### config.mk
export PLATFORM = sky130hd
export DESIGN_NAME = stable_priority_queue_top
export DESIGN_NICKNAME = d
export VERILOG_FILES = /design/src/spq_pkg.sv /design/src/spq_cell.sv /design/src/stable_priority_queue_top.sv
export SDC_FILE = /design/constraint.sdc
export NUM_CORES = 2
export LEC_CHECK = 0
export BUFFER_PORTS_ARGS = -buffer_cell sky130_fd_sc_hd__buf_2
export CORE_UTILIZATION = 57
export DETAILED_ROUTE_END_ITERATION = 6
export GPL_TIMING_DRIVEN = 1
export PLACE_DENSITY = 0.74
export SETUP_SLACK_MARGIN = 0.2
export SLEW_MARGIN = 20
export SYNTH_ARGS = -nofsm -noshare
export SYNTH_HDL_FRONTEND = slang
export SYNTH_SLANG_ARGS = --single-unit
### constraint.sdc
create_clock -name clk -period 7.6 [get_ports clk]
set_input_delay 1.52 -clock clk [delete_from_list [all_inputs] [get_ports clk]]
set_output_delay 1.52 -clock clk [all_outputs]
set_load 0.01 [all_outputs]
### src/spq_pkg.sv
// Package for the sorted-list priority queue.
// Holds the entry and command types and the op and status codes; no dependencies.
package spq_pkg;

  typedef struct packed {
    logic signed [31:0] value;
    logic [15:0]        prio;
  } entry_t;

  // Per-cycle command broadcast to every cell of the chain
  typedef struct packed {
    logic   ins;
    logic   pop;
    entry_t item;
  } cell_cmd_t;

  typedef enum logic {
    OP_INSERT = 1'b0,
    OP_POP    = 1'b1
  } op_t;

  typedef enum logic [1:0] {
    ST_DONE  = 2'd0,
    ST_FULL  = 2'd1,
    ST_EMPTY = 2'd2
  } status_t;

endpackage

### src/spq_cell.sv
// One slot of the sorted chain: holds an entry and shifts it with its neighbors.
// Depends on spq_pkg for entry_t and cell_cmd_t.
module spq_cell
  import spq_pkg::*;
(
  input  logic      clk,
  input  cell_cmd_t cmd,
  input  logic      occ,        // slot holds a live entry
  input  entry_t    left_entry,
  input  logic      left_move,  // left neighbor is pushed right on this insert
  input  entry_t    right_entry,
  output entry_t    entry,
  output logic      move
);

  entry_t entry_r;
  entry_t entry_nxt;

  // Sorted order makes move monotone along the chain: first set cell takes the item.
  assign move = !occ || (entry_r.prio > cmd.item.prio);

  always_comb begin
    entry_nxt = entry_r;
    if (cmd.ins && move) begin
      entry_nxt = left_move ? left_entry : cmd.item;
    end else if (cmd.pop) begin
      entry_nxt = right_entry;
    end
  end

  always_ff @(posedge clk) begin
    entry_r <= entry_nxt;
  end

  assign entry = entry_r;

endmodule

### src/stable_priority_queue_top.sv
// Sorted-list priority queue: one insert or pop item per clock cycle while in_stall is
// low. Entries sit in a chain of DEPTH cells in service order; an insert compares its
// priority in every cell at once and the cells behind the insertion point shift one place,
// a pop shifts the whole chain toward the head. Equal priorities leave in arrival order.
// Each item gives one result in the cycle after acceptance, held in an output register;
// in_stall rises only while that register is full and stalled. Inserts into a full queue
// are dropped (status 1), pops of an empty queue return status 2. Slot contents need no
// clearing after reset. Depends on spq_pkg and spq_cell.
module stable_priority_queue_top
  import spq_pkg::*;
#(
  parameter int DEPTH = 16
) (
  input  logic               clk,
  input  logic               rst_n,
  input  logic               in_valid,
  output logic               in_stall,
  input  logic               in_op,
  input  logic signed [31:0] in_item_value,
  input  logic [15:0]        in_item_priority,
  output logic               out_valid,
  input  logic               out_stall,
  output logic [1:0]         out_status,
  output logic signed [31:0] out_popped_value,
  output logic [15:0]        out_popped_priority,
  output logic [4:0]         out_fill_count
);

  localparam int CW = $clog2(DEPTH + 1);
  localparam logic [CW-1:0] FULL_CNT = CW'(DEPTH);

  logic [CW-1:0]      count_r, count_nxt;
  logic               out_valid_r, out_valid_nxt;
  status_t            status_r, status_nxt;
  logic signed [31:0] value_r, value_nxt;
  logic [15:0]        prio_r, prio_nxt;
  logic [CW+4:0]      count_ext;

  logic      accept;
  logic      is_full, is_empty;
  cell_cmd_t cmd;
  entry_t    entries [DEPTH];
  logic      moves   [DEPTH];

  assign in_stall = out_valid_r && out_stall;
  assign accept   = in_valid && !in_stall;
  assign is_full  = (count_r == FULL_CNT);
  assign is_empty = (count_r == '0);

  always_comb begin
    cmd.item.value = in_item_value;
    cmd.item.prio  = in_item_priority;
    cmd.ins        = accept && (op_t'(in_op) == OP_INSERT) && !is_full;
    cmd.pop        = accept && (op_t'(in_op) == OP_POP) && !is_empty;
  end

  for (genvar k = 0; k < DEPTH; k++) begin : g_cell
    localparam logic [CW-1:0] KI = CW'(k);
    entry_t left_e, right_e;
    logic   left_m;

    if (k == 0) begin : g_head
      assign left_e = '0;
      assign left_m = 1'b0;
    end else begin : g_body
      assign left_e = entries[k-1];
      assign left_m = moves[k-1];
    end

    if (k == DEPTH - 1) begin : g_tail
      assign right_e = '0;
    end else begin : g_inner
      assign right_e = entries[k+1];
    end

    spq_cell u_cell (
      .clk         (clk),
      .cmd         (cmd),
      .occ         (KI < count_r),
      .left_entry  (left_e),
      .left_move   (left_m),
      .right_entry (right_e),
      .entry       (entries[k]),
      .move        (moves[k])
    );
  end

  always_comb begin
    count_nxt     = count_r;
    out_valid_nxt = out_valid_r && out_stall;
    status_nxt    = status_r;
    value_nxt     = value_r;
    prio_nxt      = prio_r;
    if (accept) begin
      out_valid_nxt = 1'b1;
      value_nxt     = '0;
      prio_nxt      = '0;
      case (op_t'(in_op))
        OP_INSERT: begin
          if (is_full) begin
            status_nxt = ST_FULL;
          end else begin
            status_nxt = ST_DONE;
            count_nxt  = count_r + 1'b1;
          end
        end
        OP_POP: begin
          if (is_empty) begin
            status_nxt = ST_EMPTY;
          end else begin
            status_nxt = ST_DONE;
            value_nxt  = entries[0].value;
            prio_nxt   = entries[0].prio;
            count_nxt  = count_r - 1'b1;
          end
        end
        default: begin
          status_nxt = ST_DONE;
        end
      endcase
    end
  end

  always_ff @(posedge clk) begin
    if (!rst_n) begin
      count_r     <= '0;
      out_valid_r <= 1'b0;
    end else begin
      count_r     <= count_nxt;
      out_valid_r <= out_valid_nxt;
    end
  end

  always_ff @(posedge clk) begin
    status_r <= status_nxt;
    value_r  <= value_nxt;
    prio_r   <= prio_nxt;
  end

  assign count_ext           = {5'd0, count_r};
  assign out_valid           = out_valid_r;
  assign out_status          = status_r;
  assign out_popped_value    = value_r;
  assign out_popped_priority = prio_r;
  assign out_fill_count      = count_ext[4:0];

  a_count_bound: assert property (@(posedge clk) disable iff (!rst_n)
    count_r <= FULL_CNT)
    else $error("occupancy above depth");

  a_pop_dec: assert property (@(posedge clk) disable iff (!rst_n)
    cmd.pop |=> count_r == $past(count_r) - 1'b1)
    else $error("pop did not drop occupancy by one");

  a_full_hold: assert property (@(posedge clk) disable iff (!rst_n)
    accept && (op_t'(in_op) == OP_INSERT) && is_full |=> $stable(count_r) && status_r == ST_FULL)
    else $error("insert into full queue changed occupancy");

  a_fail_zero: assert property (@(posedge clk) disable iff (!rst_n)
    out_valid_r && status_r != ST_DONE |-> value_r == '0 && prio_r == '0)
    else $error("failed item carries nonzero popped data");

endmodule
==> reports/results.ini <==
[run_status]
status=finished, violations left
violations=design-rule violations

[worst_setup_path]
r2r_start=out_fill_count[4]$_SDFFE_PN0P_
crit_path_start_kind=primary input
reg2regPathDepth=7
end_kind=register
worstReg2RegEnd=g_cell[11].u_cell.entry[29]$_DFFE_PP_
critPathKind=primary input to register
worstPathMaxFanout=27
cp.arrival_ns=5.80
ff2ff_setup_slack_ns=3.18
required_ns=7.98

[logic_synthesis]
synth_ff_type=edfxtp_1
ys_types=59
synth_top_cell_area_share=0.5314
syn_nets=4604
synthTopCellsByArea=edfxtp_1 (53%), mux2i_1 (12%), ha_1 (7.0%)
syn_avg_cell_area_um2=10.77
yosysTopAreaCell=edfxtp_1
postSynth.asyncResetShare=0
syn_inst=4292
synth-edff-count=818
yosysSeqAreaShare=0.5340
synth_seq_cells=824
yosys_warnings=0
synth_area_um2=46230

[die]
die_area_um2=82240
die_w_um=286.8
coreArea_um2=80420
pin_count=110
start_util=0.5748
rows=104
die_y_um=286.8

[routing]
routed_via_density=6.507
dr.pass1.iters=7
ant_nets=0
first_iter_violations=3806
vias=35040
post-route-drc-count=1
drt_wl_total_mm=137.2
wl_per_cell_um=25.47

[power]
p_comb_frac=0.263
internal_power_w=0.009847
switchingPower_w=0.004869
p_leak_nw=20.24
p_seq_frac=0.449
ir_drop_uv=188.3
p_clk_frac=0.288
switching_share=0.3308
power_density_nw_per_um2=291.2

[finish]
final_cell_count_no_fill=5385
area_delta_synth_final_pct=9.330
final_net_count=4567
layout-drive-gt1-share=0.09438

[placed_design]
gp_congestion=0.9869
hpwl_mm=88.11
io_buffers=109
dp_cells=5222

[clock_network]
clk_pin_slew_ns=0.06
cts.sinks=824
post_cts_resize_count=0
clock_latency_ns=0.67
post_cts_buffers=0
cts_tree=yes
numCtsBuffers=90
root_buffer=clkbuf_16
htree_num_levels=3
hold_buffers=0
cts_buffer_depth=3

[timing]
hold_viol_final=0
slew_violations=0
maxSlewHeadroom=0.1599
timing.final.crit_share=0.7134
rsz0062_at_grt=no
skew_ns=0.05508
timing.fmax_mhz=184.4
final.setup.tns_ns=0
period_needed_ns=5.422
finalSetupViolCount=0
worst_slew_pin_slew_ns=1.255

[grt]
use_met3=0.05794
grt_pass1_vias=33600
grt_max_degree=97
antenna_found_initial=2
met1_usage=0.4446
busiest_layer=met2
grt_pass1_wl_mm=204.6
grt_use_met2=0.5260
gr-total-overflow=0
globalRouteTotalUtil=0.3294

[worst_hold_path]
hold_path_depth=2
hp-class=register to register
min_to=g_cell[8].u_cell.entry[24]$_DFFE_PP_
min_from=g_cell[9].u_cell.entry[24]$_DFFE_PP_

[run]
drv_cap=0

[Yosys cell counts, types with 9 or more instances]
library cell and instances:
edfxtp_1 818, nor2_1 576, mux2i_1 561, nand2_1 540, a21oi_1 441, ha_1 259, o21ai_0 198, clkbuf_1 188
a31oi_1 147, buf_2 104, and2_1 57, mux2_2 49, nand4_1 49, inv_1 41, o21ai_1 33, nor3_1 19
a21o_1 18, nand3_1 18, nor2b_1 16, o211ai_1 15, a21boi_0 14, a211oi_1 12, o21a_1 12, nor4_1 11
buf_4 10, nand2b_1 9
[power by group through the flow]
stage / logic (W) / clock network, W / registers [W]
finish: 0.00387 / 0.00423 / 0.00661
global route: 0.00416 / 0.00442 / 0.00668
CTS: 0.00379 / 0.00427 / 0.00660
detailed placement: 0.00377 / 0 / 0.00668
global placement: 0.00366 / 0 / 0.00667
floorplan: 0.00259 / 0 / 0.00653
[metal layers]
| metal | up-vias | share of wire |
|---|---|---|
| met5 | - | 0 |
| met4 | 0 | 0.041 |
| met3 | 319 | 0.10 |
| met2 | 1928 | 0.46 |
| met1 | 17120 | 0.40 |
| li1 | 15680 | - |
[logic make-up after synthesis]
logic type,synth area share
simple gates,0.1183
compound gates,0.1105
flops,0.5340
mux,0.1334
buf+inv,0.03318
fa+ha+maj,0.07010
xor+xnor,0.0005685
[state kept, by name, summed over array words and instances (netlist names)]
| register | count |
|---|---|
| g_cell.u_cell.entry | 768 |
| out_popped_value | 32 |
| out_popped_priority | 16 |
| out_fill_count | 5 |
| out_status | 2 |
| out_valid | 1 |
[how the worst max path moves through the flow]
stage,startpoint,end,slack (ns),depth (start not counted)
2_1_floorplan,in_item_priority[15],g_cell[9].u_cell.entry[0]$_DFFE_PP_,0.39,9
3_3_place_gp,in_item_priority[13],g_cell[11].u_cell.entry[29]$_DFFE_PP_,1.71,11
3_5_place_dp,in_item_priority[9],g_cell[2].u_cell.entry[30]$_DFFE_PP_,1.66,10
4_1_cts,in_item_priority[13],g_cell[11].u_cell.entry[29]$_DFFE_PP_,2.33,11
5_1_grt,in_item_priority[9],g_cell[2].u_cell.entry[35]$_DFFE_PP_,2.11,10
6_report,in_item_priority[13],g_cell[11].u_cell.entry[29]$_DFFE_PP_,2.18,11
[placed cells by master, fill, tap and decap left out, drive strengths merged, types with 57 or more instances in the layout]
cell type  count
buf          184
and2          57
a21oi        441
nand2        540
o21ai        232
a31oi        148
clkbuf       110
ha           259
mux2i        561
edfxtp       818
nor2         576
[critical path: stages]
cell      delay [ns]
buf_2           0.21
inv_1           0.60
ha_1            0.37
a211oi_1        0.22
nor2_1          0.09
or4_1           0.48
nor3b_1         0.67
nand2b_4        0.74
buf_4           0.43
mux2i_1         0.32
a21oi_1         0.12
[final cells by class]
class | instances | area (µm²)
multi-input combinational | 3114 | 20350
timing repair buffer | 184 | 1246
inverter | 41 | 153.9
tap | 1060 | 1326
clock buffer | 110 | 2370
clock inverter | 50 | 401.6
sequential | 824 | 24680
fill | 6358 | 29880
antenna | 2 | 5.005
[stage by stage]
| step | instance area [µm²] | setup slack (ns) | total power (W) | utilization | hold WS (ns) |
|---|---|---|---|---|---|
| 5_1_grt | 50540 | 2.114 | 0.01527 | 0.6284 | 0.5736 |
| 4_1_cts | 50510 | 2.328 | 0.01466 | 0.6281 | 0.5485 |
| 2_1_floorplan | 46230 | 0.3927 | 0.009118 | - | 0.5206 |
| 3_3_place_gp | 47730 | 1.715 | 0.01033 | 0.5935 | 0.5282 |
| 6_report | 50540 | 2.178 | 0.01472 | 0.6285 | 0.5505 |
| 3_5_place_dp | 47730 | 1.658 | 0.01045 | 0.5936 | 0.5368 |
(Power assumes the default switching activity.)
